File: src/rtl/tlfd_pkg.sv
package tlfd_pkg;

   localparam int HEADER_BYTES = 4;
   localparam int POS_W        = 2;
   localparam int LEN_W        = 32;

   localparam logic [POS_W-1:0] LAST_POS = POS_W'(HEADER_BYTES - 1);

   localparam logic [LEN_W-1:0] MAX_LEN_RESET = 32'd1048576;

   localparam logic [7:0] STREAM_TAG [HEADER_BYTES] = '{8'h53, 8'h4E, 8'h44, 8'h52};
   localparam logic [7:0] DICT_TAG   [HEADER_BYTES] = '{8'h4C, 8'h44, 8'h49, 8'h43};

   localparam logic FT_STREAM = 1'b0;
   localparam logic FT_DICT   = 1'b1;

   typedef enum logic [3:0] {
      PH_TAG  = 4'b0001,
      PH_LEN  = 4'b0010,
      PH_DATA = 4'b0100,
      PH_ERR  = 4'b1000
   } phase_type;

   typedef enum logic [1:0] {
      EV_PAYLOAD     = 2'd0,
      EV_EMPTY       = 2'd1,
      EV_UNKNOWN_TAG = 2'd2,
      EV_TOO_LONG    = 2'd3
   } event_kind_type;

   typedef struct packed {
      event_kind_type event_kind;
      logic [7:0]     payload_byte;
      logic           frame_type;
      logic           last_of_frame;
   } rsp_word_type;

   typedef struct packed {
      logic         hit;
      rsp_word_type word;
   } parser_result_type;

endpackage

File: src/rtl/tlfd_if.sv
interface tlfd_req_if;
   logic       valid;
   logic       ready;
   logic [7:0] stream_byte;

   modport source (output valid, output stream_byte, input ready);
   modport sink   (input valid, input stream_byte, output ready);
endinterface

interface tlfd_rsp_if;
   import tlfd_pkg::*;

   logic           valid;
   logic           ready;
   event_kind_type event_kind;
   logic [7:0]     payload_byte;
   logic           frame_type;
   logic           last_of_frame;

   modport source (output valid, output event_kind, output payload_byte,
                   output frame_type, output last_of_frame, input ready);
   modport sink   (input valid, input event_kind, input payload_byte,
                   input frame_type, input last_of_frame, output ready);
endinterface

interface tlfd_csr_if;
   logic        valid;
   logic        ready;
   logic [31:0] data;

   modport source (output valid, output data, input ready);
   modport sink   (input valid, input data, output ready);
endinterface

File: src/rtl/tagged_length_frame_deframer_core.sv
// Splits a byte stream of tagged frames (four tag bytes, a four-byte little-endian length,
// then the payload) into one word per payload byte carrying its frame type and a last flag,
// an empty-frame word for a zero length, and an error word for an unknown tag or a length
// above the configured maximum; after an error every further byte is swallowed until reset.
// The block takes one byte per cycle while the output is not stalled; each accepted byte
// is held in the input register and its result in the output register. This rate is set
// by the parser's frame state update, which sits between them. The configuration channel is
// always ready and should be written only while no byte is in flight.
module tagged_length_frame_deframer_core (
   input  logic         clock,
   input  logic         reset,
   tlfd_req_if.sink     req_if,
   tlfd_rsp_if.source   rsp_if,
   tlfd_csr_if.sink     csr_if
);
   import tlfd_pkg::*;

   logic              in_valid_ff;
   logic [7:0]        in_byte_ff;
   logic              rsp_valid_ff;
   rsp_word_type      rsp_word_ff;
   logic [LEN_W-1:0]  max_len_ff;

   logic              out_free;
   logic              step;
   parser_result_type result;

   assign out_free     = !rsp_valid_ff || rsp_if.ready;
   assign step         = in_valid_ff && out_free;
   assign req_if.ready = !in_valid_ff || step;
   assign csr_if.ready = 1'b1;

   tlfd_parser u_parser (
      .clock       (clock),
      .reset       (reset),
      .step        (step),
      .stream_byte (in_byte_ff),
      .max_len     (max_len_ff),
      .result      (result)
   );

   always_ff @(posedge clock) begin
      if (reset) begin
         in_valid_ff  <= 1'b0;
         rsp_valid_ff <= 1'b0;
         max_len_ff   <= MAX_LEN_RESET;
      end else begin
         if (req_if.ready) begin
            in_valid_ff <= req_if.valid;
         end
         if (out_free) begin
            rsp_valid_ff <= step && result.hit;
         end
         if (csr_if.valid) begin
            max_len_ff <= csr_if.data;
         end
      end
   end

   always_ff @(posedge clock) begin
      if (req_if.valid && req_if.ready) begin
         in_byte_ff <= req_if.stream_byte;
      end
      if (step && result.hit) begin
         rsp_word_ff <= result.word;
      end
   end

   assign rsp_if.valid         = rsp_valid_ff;
   assign rsp_if.event_kind    = rsp_word_ff.event_kind;
   assign rsp_if.payload_byte  = rsp_word_ff.payload_byte;
   assign rsp_if.frame_type    = rsp_word_ff.frame_type;
   assign rsp_if.last_of_frame = rsp_word_ff.last_of_frame;

endmodule

File: src/rtl/tlfd_parser.sv
module tlfd_parser (
   input  logic                          clock,
   input  logic                          reset,
   input  logic                          step,
   input  logic [7:0]                    stream_byte,
   input  logic [tlfd_pkg::LEN_W-1:0]    max_len,
   output tlfd_pkg::parser_result_type   result
);
   import tlfd_pkg::*;

   phase_type        phase_ff, phase_in;
   logic [POS_W-1:0] pos_ff, pos_in;
   logic             stream_ok_ff, stream_ok_in;
   logic             dict_ok_ff, dict_ok_in;
   logic             type_ff, type_in;
   logic [LEN_W-1:0] len_ff, len_in;
   logic [LEN_W-1:0] remain_ff, remain_in;

   logic             match_stream;
   logic             match_dict;
   logic             last_pos;
   logic [LEN_W-1:0] full_len;

   assign match_stream = stream_ok_ff && (stream_byte == STREAM_TAG[pos_ff]);
   assign match_dict   = dict_ok_ff && (stream_byte == DICT_TAG[pos_ff]);
   assign last_pos     = (pos_ff == LAST_POS);
   assign full_len     = {stream_byte, len_ff[LEN_W-9:0]};

   always_comb begin
      phase_in     = phase_ff;
      pos_in       = pos_ff;
      stream_ok_in = stream_ok_ff;
      dict_ok_in   = dict_ok_ff;
      type_in      = type_ff;
      len_in       = len_ff;
      remain_in    = remain_ff;

      result.hit                = 1'b0;
      result.word.event_kind    = EV_PAYLOAD;
      result.word.payload_byte  = 8'h00;
      result.word.frame_type    = type_ff;
      result.word.last_of_frame = 1'b0;

      if (step) begin
         case (phase_ff)
            PH_TAG: begin
               stream_ok_in = match_stream;
               dict_ok_in   = match_dict;
               if (!last_pos) begin
                  pos_in = pos_ff + 1'b1;
               end else begin
                  pos_in = '0;
                  if (match_stream || match_dict) begin
                     type_in  = match_stream ? FT_STREAM : FT_DICT;
                     phase_in = PH_LEN;
                     len_in   = '0;
                  end else begin
                     phase_in                = PH_ERR;
                     result.hit              = 1'b1;
                     result.word.event_kind  = EV_UNKNOWN_TAG;
                     result.word.frame_type  = FT_STREAM;
                  end
               end
            end
            PH_LEN: begin
               len_in[8*pos_ff +: 8] = stream_byte;
               if (!last_pos) begin
                  pos_in = pos_ff + 1'b1;
               end else begin
                  pos_in = '0;
                  if (full_len > max_len) begin
                     phase_in               = PH_ERR;
                     result.hit             = 1'b1;
                     result.word.event_kind = EV_TOO_LONG;
                  end else if (full_len == '0) begin
                     phase_in                  = PH_TAG;
                     stream_ok_in              = 1'b1;
                     dict_ok_in                = 1'b1;
                     result.hit                = 1'b1;
                     result.word.event_kind    = EV_EMPTY;
                     result.word.last_of_frame = 1'b1;
                  end else begin
                     remain_in = full_len;
                     phase_in  = PH_DATA;
                  end
               end
            end
            PH_DATA: begin
               remain_in                = remain_ff - 1'b1;
               result.hit               = 1'b1;
               result.word.payload_byte = stream_byte;
               if (remain_ff == LEN_W'(1)) begin
                  phase_in                  = PH_TAG;
                  stream_ok_in              = 1'b1;
                  dict_ok_in                = 1'b1;
                  result.word.last_of_frame = 1'b1;
               end
            end
            PH_ERR: begin
               phase_in = PH_ERR;
            end
            default: begin
               phase_in = PH_ERR;
            end
         endcase
      end
   end

   always_ff @(posedge clock) begin
      if (reset) begin
         phase_ff     <= PH_TAG;
         pos_ff       <= '0;
         stream_ok_ff <= 1'b1;
         dict_ok_ff   <= 1'b1;
         type_ff      <= FT_STREAM;
         len_ff       <= '0;
         remain_ff    <= '0;
      end else begin
         phase_ff     <= phase_in;
         pos_ff       <= pos_in;
         stream_ok_ff <= stream_ok_in;
         dict_ok_ff   <= dict_ok_in;
         type_ff      <= type_in;
         len_ff       <= len_in;
         remain_ff    <= remain_in;
      end
   end

endmodule

File: src/flat_wrapper.sv
// flat-port wrapper written by rule: the top's interface ports become plain ports
module tagged_length_frame_deframer_core_flat import tlfd_pkg::*;
  (clock, reset, req_if_valid, req_if_stream_byte, req_if_ready, rsp_if_valid, rsp_if_event_kind, rsp_if_payload_byte, rsp_if_frame_type, rsp_if_last_of_frame, rsp_if_ready, csr_if_valid, csr_if_data, csr_if_ready);
  tlfd_req_if req_if_i ();
  tlfd_rsp_if rsp_if_i ();
  tlfd_csr_if csr_if_i ();
  input  logic clock;
  input  logic reset;
  input wire logic [$bits(req_if_i.valid)-1:0] req_if_valid;
  input wire logic [$bits(req_if_i.stream_byte)-1:0] req_if_stream_byte;
  output wire logic [$bits(req_if_i.ready)-1:0] req_if_ready;
  output wire logic [$bits(rsp_if_i.valid)-1:0] rsp_if_valid;
  output wire logic [$bits(rsp_if_i.event_kind)-1:0] rsp_if_event_kind;
  output wire logic [$bits(rsp_if_i.payload_byte)-1:0] rsp_if_payload_byte;
  output wire logic [$bits(rsp_if_i.frame_type)-1:0] rsp_if_frame_type;
  output wire logic [$bits(rsp_if_i.last_of_frame)-1:0] rsp_if_last_of_frame;
  input wire logic [$bits(rsp_if_i.ready)-1:0] rsp_if_ready;
  input wire logic [$bits(csr_if_i.valid)-1:0] csr_if_valid;
  input wire logic [$bits(csr_if_i.data)-1:0] csr_if_data;
  output wire logic [$bits(csr_if_i.ready)-1:0] csr_if_ready;
  assign req_if_i.valid = req_if_valid;
  assign req_if_i.stream_byte = req_if_stream_byte;
  assign req_if_ready = req_if_i.ready;
  assign rsp_if_valid = rsp_if_i.valid;
  assign rsp_if_event_kind = rsp_if_i.event_kind;
  assign rsp_if_payload_byte = rsp_if_i.payload_byte;
  assign rsp_if_frame_type = rsp_if_i.frame_type;
  assign rsp_if_last_of_frame = rsp_if_i.last_of_frame;
  assign rsp_if_i.ready = rsp_if_ready;
  assign csr_if_i.valid = csr_if_valid;
  assign csr_if_i.data = csr_if_data;
  assign csr_if_ready = csr_if_i.ready;
  tagged_length_frame_deframer_core u_core (.clock(clock), .reset(reset), .req_if(req_if_i), .rsp_if(rsp_if_i), .csr_if(csr_if_i));
endmodule
File: config.mk
export PLATFORM = sky130hd
export DESIGN_NAME = tagged_length_frame_deframer_core_flat
export DESIGN_NICKNAME = d
export VERILOG_FILES = /design/src/rtl/tlfd_pkg.sv /design/src/rtl/tlfd_if.sv /design/src/rtl/tagged_length_frame_deframer_core.sv /design/src/rtl/tlfd_parser.sv /design/src/flat_wrapper.sv
export SDC_FILE = /design/constraint.sdc
export NUM_CORES = 1
export LEC_CHECK = 0
export BUFFER_PORTS_ARGS = -buffer_cell sky130_fd_sc_hd__buf_2
export CORE_MARGIN = 2
export CORE_UTILIZATION = 50
export DETAILED_ROUTE_END_ITERATION = 8
export HOLD_SLACK_MARGIN = 0.1
export MAX_ROUTING_LAYER = met4
export PLACE_DENSITY = 0.73
export SETUP_SLACK_MARGIN = 0.3
export SKIP_LAST_GASP = 1
export SYNTH_ARGS = -nofsm -noshare
export SYNTH_HDL_FRONTEND = slang
export SYNTH_SLANG_ARGS = --single-unit
File: constraint.sdc
create_clock -name clock -period 7.4 [get_ports clock]
set_clock_uncertainty 0.15 [all_clocks]
set_input_delay 0.74 -clock clock [delete_from_list [all_inputs] [get_ports clock]]
set_output_delay 0.74 -clock clock [all_outputs]
set_load 0.03 [all_outputs]
==> results.sh, run 1 <==
export IMPL_drtIter0Drc=720
export IMPL_dp_cells=982
export IMPL_netlist_instances=789
export IMPL_final_util_pct=57.5
export IMPL_clk_path_buf_depth=2
export IMPL_yosysWarnings=0
export IMPL_nFillCells=1174
export IMPL_cts_resized=0
export IMPL_cp_data_required_time_ps=7290
export IMPL_cts_buffers=17
export IMPL_drive_gt1_share_pct=13.5
export IMPL_place_congestion=0.888
export IMPL_synth_top_area_share_pct=30.0
export IMPL_holdWs_ps=324
export IMPL_fin_ws_ps=3680
export IMPL_design_core_area_um2=13100
export IMPL_placed_area_um2=6960
export IMPL_async_reset_ff_share_pct=0
export IMPL_post_drt_wl_per_cell_um=16.4
export IMPL_endpoint_kind="flop"
export IMPL_finalPower_mw=1.58
export IMPL_finalHoldViolCount=0
export IMPL_fmax_ghz=0.269
export IMPL_cp_max_fo=12
export IMPL_first_pass_iters=6
export IMPL_htreeDepth=4
export IMPL_clkSlewWorstSetupHoldPaths_ps=50
export IMPL_diodes=0
export IMPL_fin_crit_ps=3720
export IMPL_die_width_um=119
export IMPL_maxSlewHeadroom_pct=26.3
export IMPL_ys_ff_latch=119
export IMPL_drv_slew=0
export IMPL_rsz0062_at_grt="false"
export IMPL_grt_overflow_total=0
export IMPL_synth_edf_count=20
export IMPL_grt_max_degree=69
export IMPL_ant_nets=0
export IMPL_drt_total_wl_mm=16.7
export IMPL_cts_setup_buffers=0
export IMPL_ff2ff_setup_slack_ps=3680
export IMPL_fin_area_um2=7520
export IMPL_fin_tns_setup_ps=0
export IMPL_antenna_found_initial=0
export IMPL_hp_class="reg -> reg"
export IMPL_syn_area_um2=6610
export IMPL_via_per_inst=5.71
export IMPL_power_density_nw_per_um2=210
export IMPL_yosysTopAreaCell="dfxtp_1"
export IMPL_cts_sinks=119
export IMPL_die_area_um2=14200
export IMPL_seq_area_frac_synth_pct=39.1
export IMPL_p_leak_nw=3.01
export IMPL_critPathLaunchType="flop"
export IMPL_portBuffers=58
export IMPL_synth_flop_cell="dfxtp_1"
export IMPL_finalSetupViolCount=0
export IMPL_clock_latency_ps=420
export IMPL_hold_buffers=0
export IMPL_drv_cap=0
export IMPL_path_class="reg -> reg"
export IMPL_nNetsFinal=911
export IMPL_syn_mean_instance_area_um2=8.38
export IMPL_row_count=42
export IMPL_via_count=5791
export IMPL_synth_nets=875
export IMPL_outcome="completed"
export IMPL_drc=0
export IMPL_crit_arrival_ps=3610
export IMPL_dp_hpwl_mm=11.5
export IMPL_grt_first_pass_wirelength_mm=27.3
export IMPL_fp_dieH_um=119
export IMPL_area_growth_pct=13.8
export IMPL_final_period_utilization_pct=50.3
export IMPL_yosys_cell_types_count=67
export IMPL_grt_usage_pct=25.2
export IMPL_yosys_top_cells_area="dfxtp_1, edfxtp_1, ha_1"
export IMPL_cts_tree="yes"
export IMPL_peakVddDrop_uv=207
export IMPL_grt_pass1_vias=5248
export IMPL_pin_count=60
export IMPL_fin_cells=1014
export IMPL_worstMarginPinSlew_ps=1110
export IMPL_pre_cts_ws_ps=3760
export IMPL_initial_utilization_pct=50.5
export IMPL_cts_root_buffer="clkbuf_16"
==> flip-flops by register name, summed over array words and instances, names as in the netlist, 2 cells and up <==
signal                      count
u_core.rsp_if.payload_byte      8
u_core.rsp_if.event_kind        2
u_core.max_len_ff              32
u_core.u_parser.len_ff         24
u_core.u_parser.phase_ff        4
u_core.u_parser.pos_ff          2
u_core.u_parser.remain_ff      32
u_core.in_byte_ff               8
==> logic make-up (layout without fill, tap and decap cells) <==
kind of cell	count (synthesis)	in the layout	synth area share (%)
xor gates and xnor gates	3	3	0.398
DFF	119	119	39.1
AOI/OAI and AO/OA	176	176	16.6
buffers and inverters	86	135	5.55
muxes	48	48	7.27
adders and majority gates	41	41	7.76
other	1	1	0.0567
and+or+nand+nor	315	315	23.3
==> critical path: stages (launching register included) <==
cell      delay, ps
edfxtp_1        550
ha_1            400
nand4_1         160
or4_1           520
nand3_1          90
o211a_1         310
nor3_1          100
o21a_1          210
a21oi_1         850
==> synth_stat cells, drive strengths merged (3+ instances only) <==
cell type / n
a211oi: 8
a21oi: 75
a31oi: 3
and2: 11
and3: 19
buf: 13
clkbuf: 33
dfxtp: 99
edfxtp: 20
ha: 41
inv: 39
mux2i: 48
nand2: 82
nand2b: 9
nand3: 20
nand3b: 3
nand4: 9
nor2: 101
nor2b: 7
nor3: 23
nor4: 13
o211ai: 3
o21a: 6
o21ai: 44
o31a: 3
o31ai: 8
o32ai: 5
o41ai: 4
or3: 5
or4: 4
==> where the power goes <==
group / total (mW) / switching (mW) / internal [mW]
registers: 0.691 / 0.0175 / 0.674
logic: 0.110 / 0.0647 / 0.0456
clock network: 0.774 / 0.286 / 0.489
total: 1.58 / 0.368 / 1.21
==> placed cells by master, fill, tap and decap left out, types with 19 or more instances in the layout <==
master	netlist	layout
nor2_1	101	101
dfxtp_1	99	99
nand2_1	82	82
a21oi_1	74	74
buf_2	4	58
mux2i_1	48	48
o21ai_0	42	42
ha_1	41	41
inv_1	39	39
nor3_1	20	20
edfxtp_1	20	20
and3_1	19	19
==> routing by layer <==
| layer | vias to the layer above | GRT usage (%) | part of all wire [%] |
|---|---|---|---|
| li1 | 2869 | - | - |
| met1 | 2662 | 34.8 | 46 |
| met2 | 230 | 36.0 | 45 |
| met3 | 30 | 6.42 | 7.0 |
| met4 | 0 | 8.71 | 2.0 |
| met5 | - | - | 0 |
==> layout make-up <==
cell class                      count  area, um^2  share of cell area, %
Inverter                           40         150                   2.00
Multi-Input combinational cell    584        3680                   48.9
Clock buffer                       25         527                   7.00
Clock inverter                      7        38.8                  0.516
Tap cell                          176         220                   2.93
Timing Repair Buffer               63         328                   4.36
Sequential cell                   119        2580                   34.3
==> worst paths after layout <==
kind	endpoint	startpoint	cells after the start
worst max-delay path	u_core.rsp_if.payload_byte[2]	u_core.in_byte_ff[3]	8
worst min-delay path	u_core.u_parser.remain_ff[19]	u_core.u_parser.remain_ff[19]	2
worst max register to register	u_core.rsp_if.payload_byte[2]	u_core.in_byte_ff[3]	8
worst min register to register	u_core.u_parser.remain_ff[19]	u_core.u_parser.remain_ff[19]	2
No activity file was read; power rests on OpenSTA's default activity.
==> inputs of run 2 (changes only) <==
- ABC_AREA: not set -> 1
- PLACE_DENSITY: 0.73 -> 0.75
- clock period: 7.4 -> 3 ns (I/O delays scaled with it)
==> run 2 against run 1 <==
  * Clock-buffer cell count is the same
  * Combinational power grew to 5.5 times the previous value
  * Design area grew 15%
  * Clock power grew to 2.7 times the previous value
  * Sequential power grew 150%
  * First-iteration DRC count shrank 21%
  * Power grew to 2.8 times the previous value
  * Core utilization grew 7.1 points
  * Synthesized area grew 3.8%
  * Via count grew 21%
  * Largest cell class unchanged
  * Largest power group unchanged
==> results.sh, run 2 <==
export IMPL_outcome="completed"
export IMPL_critPathLaunchType="flop"
export IMPL_antenna_found_initial=0
export IMPL_seq_area_frac_synth_pct=37.6
export IMPL_synth_commonest_cells="nand2_1, nor2_1, inv_1"
export IMPL_mostFrequentLayoutCell="nand2_1"
export IMPL_crit_arrival_ps=2570
export IMPL_grt_overflow_total=0
export IMPL_syn_mean_instance_area_um2=6.86
export IMPL_synth_edf_count=20
export IMPL_fin_crit_ps=2560
export IMPL_row_count=42
export IMPL_p_leak_nw=4.09
export IMPL_seqCellArea_um2=2580
export IMPL_via_per_inst=5.36
export IMPL_cpPeakStageDelay_ps=450
export IMPL_clock_latency_ps=420
export IMPL_dp_hpwl_mm=13.1
export IMPL_crit_chain="ha_4 > nand2_1 > nor2_1 > nand2_1 > nor2_2 > nand4_1 > nand3_1 > buf_4 > nand2_1 > nor3b_1"
export IMPL_htreeDepth=4
export IMPL_grt_pass1_vias=6722
export IMPL_syn_area_um2=6860
export IMPL_area_growth_pct=25.7
export IMPL_top_regs="u_core.max_len_ff: 32 flops, u_core.u_parser.remain_ff: 32 flops, u_core.u_parser.len_ff: 24 flops"
export IMPL_fin_cells=1304
export IMPL_fp_dieH_um=121
export IMPL_drv_cap=0
export IMPL_ys_ff_latch=119
export IMPL_grt_usage_pct=28.4
export IMPL_cp_max_fo=9
export IMPL_min_from="reset"
export IMPL_fin_tns_setup_ps=0
export IMPL_yosys_top_cells_area="dfxtp_1, nand2_1, edfxtp_1"
export IMPL_cts_root_buffer="clkbuf_16"
export IMPL_portBuffers=58
export IMPL_yosys_area_share_simple_pct=30.0
export IMPL_clk_path_buf_depth=2
export IMPL_slowest_stage="edfxtp_1"
export IMPL_synth_mux_area_share_pct=0
export IMPL_yosys_cell_types_count=41
export IMPL_grt_first_pass_wirelength_mm=32.0
export IMPL_synth_nets=1086
export IMPL_post_drt_wl_per_cell_um=14.8
export IMPL_finalSetupViolCount=0
export IMPL_synth_most_common_cell="nand2_1"
export IMPL_first_pass_iters=5
export IMPL_reg2reg_from="u_core.in_byte_ff[7]"
export IMPL_cp_common_cell="nand2_1"
export IMPL_final_period_utilization_pct=85.5
export IMPL_dp_cells=1222
export IMPL_design_core_area_um2=13300
export IMPL_drt_total_wl_mm=19.3
export IMPL_placed_area_um2=7430
export IMPL_drc=0
export IMPL_grt_max_degree=74
export IMPL_drtIter0Drc=568
export IMPL_netlist_instances=1000
export IMPL_pre_cts_ws_ps=186
export IMPL_fin_ws_ps=436
export IMPL_fmax_ghz=0.390
export IMPL_synth_top_area_share_pct=28.9
export IMPL_cts_tree="yes"
export IMPL_async_reset_ff_share_pct=0
export IMPL_nFillCells=1144
export IMPL_drive_gt1_share_pct=14.4
export IMPL_synth_top_family_by_area="simple AND/OR/NAND/NOR gates"
export IMPL_pin_count=60
export IMPL_fin_area_um2=8620
export IMPL_diodes=0
export IMPL_synth_fa_ha_area_share_pct=7.48
export IMPL_synth_compound_area_share_pct=14.3
export IMPL_path_class="reg -> reg"
export IMPL_multi_input_area_um2=3710
export IMPL_place_congestion=1.01
export IMPL_cp_data_required_time_ps=3000
export IMPL_crit_buf_inv=1
export IMPL_die_width_um=121
export IMPL_ff2ff_setup_slack_ps=440
export IMPL_crit_path_start="u_core.in_byte_ff[7]"
export IMPL_endpoint_kind="flop"
export IMPL_ant_nets=0
export IMPL_power_density_nw_per_um2=512
export IMPL_maxSlewHeadroom_pct=64.5
export IMPL_die_area_um2=14700
export IMPL_layout_common_cells="nand2_1, nor2_1, inv_1"
export IMPL_hp_class="in -> reg"
export IMPL_initial_utilization_pct=51.4
export IMPL_nNetsFinal=1202
export IMPL_via_count=6987
export IMPL_drv_slew=0
export IMPL_finalHoldViolCount=0
export IMPL_synthXorXnorAreaFrac_pct=0.894
export IMPL_cp_top_family="simple AND/OR/NAND/NOR gates"
export IMPL_clkSlewWorstSetupHoldPaths_ps=60
export IMPL_worstMarginPinSlew_ps=529
export IMPL_yosysWarnings=0
export IMPL_synth_flop_cell="dfxtp_1"
export IMPL_cts_sinks=119
export IMPL_yosysTopAreaCell="dfxtp_1"
export IMPL_cts_buffers=17
export IMPL_peakVddDrop_uv=370
export IMPL_rsz0062_at_grt="false"
run 2: cell count changes after synthesis, moves of 11 or more:
cell	previous run	this run
inv_1	39	118
nand2_1	82	194
nor2_1	101	157
o21ai_0	42	85
and3_1	19	1
and2_1	11	0
nand3_1	18	61
a21oi_1	74	88
mux2i_1	48	0
run 2: worst paths after layout:
check	depth (start not counted)	end
min reg2reg	2	u_core.max_len_ff[10]
min	2	u_core.u_parser.len_ff[14]
max	10	u_core.rsp_if.event_kind[1]
max reg2reg	10	u_core.rsp_if.event_kind[1]
run 2: routing by layer:
| layer | vias up | GRT usage [%] | part of all wire (%) |
|---|---|---|---|
| met2 | 289 | 43.6 | 46 |
| li1 | 3496 | - | - |
| met4 | 0 | 12.4 | 2.9 |
| met1 | 3148 | 35.2 | 43 |
| met3 | 54 | 7.89 | 7.8 |
| met5 | - | - | 0 |
run 2: layout make-up:
type                            instances  area share (%)
Sequential cell                       119            30.0
Clock buffer                           25            6.11
Tap cell                              176            2.55
Multi-Input combinational cell        715            43.0
Timing Repair inverter                  1          0.0870
Clock inverter                          6            1.00
Timing Repair Buffer                  133            11.7
Inverter                              129            5.66
run 2: cells by family (layout without fill, tap and decap cells):
| family | after synthesis | after routing |
|---|---|---|
| other cells | 1 | 1 |
| simple gates | 475 | 475 |
| flops | 119 | 119 |
| xor+xnor | 7 | 7 |
| compound gates | 191 | 191 |
| buf+inv | 166 | 294 |
| fa+ha+maj | 41 | 41 |
run 2: stage by stage:
step / hold WS, ps / util (%) / power (mW)
2_1_floorplan: 249 / - / 2.11
3_3_place_gp: 300 / 55.6 / 2.26
3_5_place_dp: 306 / 55.6 / 2.26
4_1_cts: 134 / 63.8 / 4.39
5_1_grt: 166 / 64.6 / 4.58
6_report: 155 / 64.6 / 4.41
run 2: timing repair:
action	in CTS	in global routing
resized for setup	5	18
hold buffers	46	0
buffers inserted	0	4
endpoints found under the setup margin	26	66
cloned	1	0
pin swaps	0	7
hold endpoints to repair	42	0
run 2: where the power goes:
group / internal, mW / switching [mW]
Clock: 1.38 / 0.715
Combinational: 0.238 / 0.363
Sequential: 1.68 / 0.0385
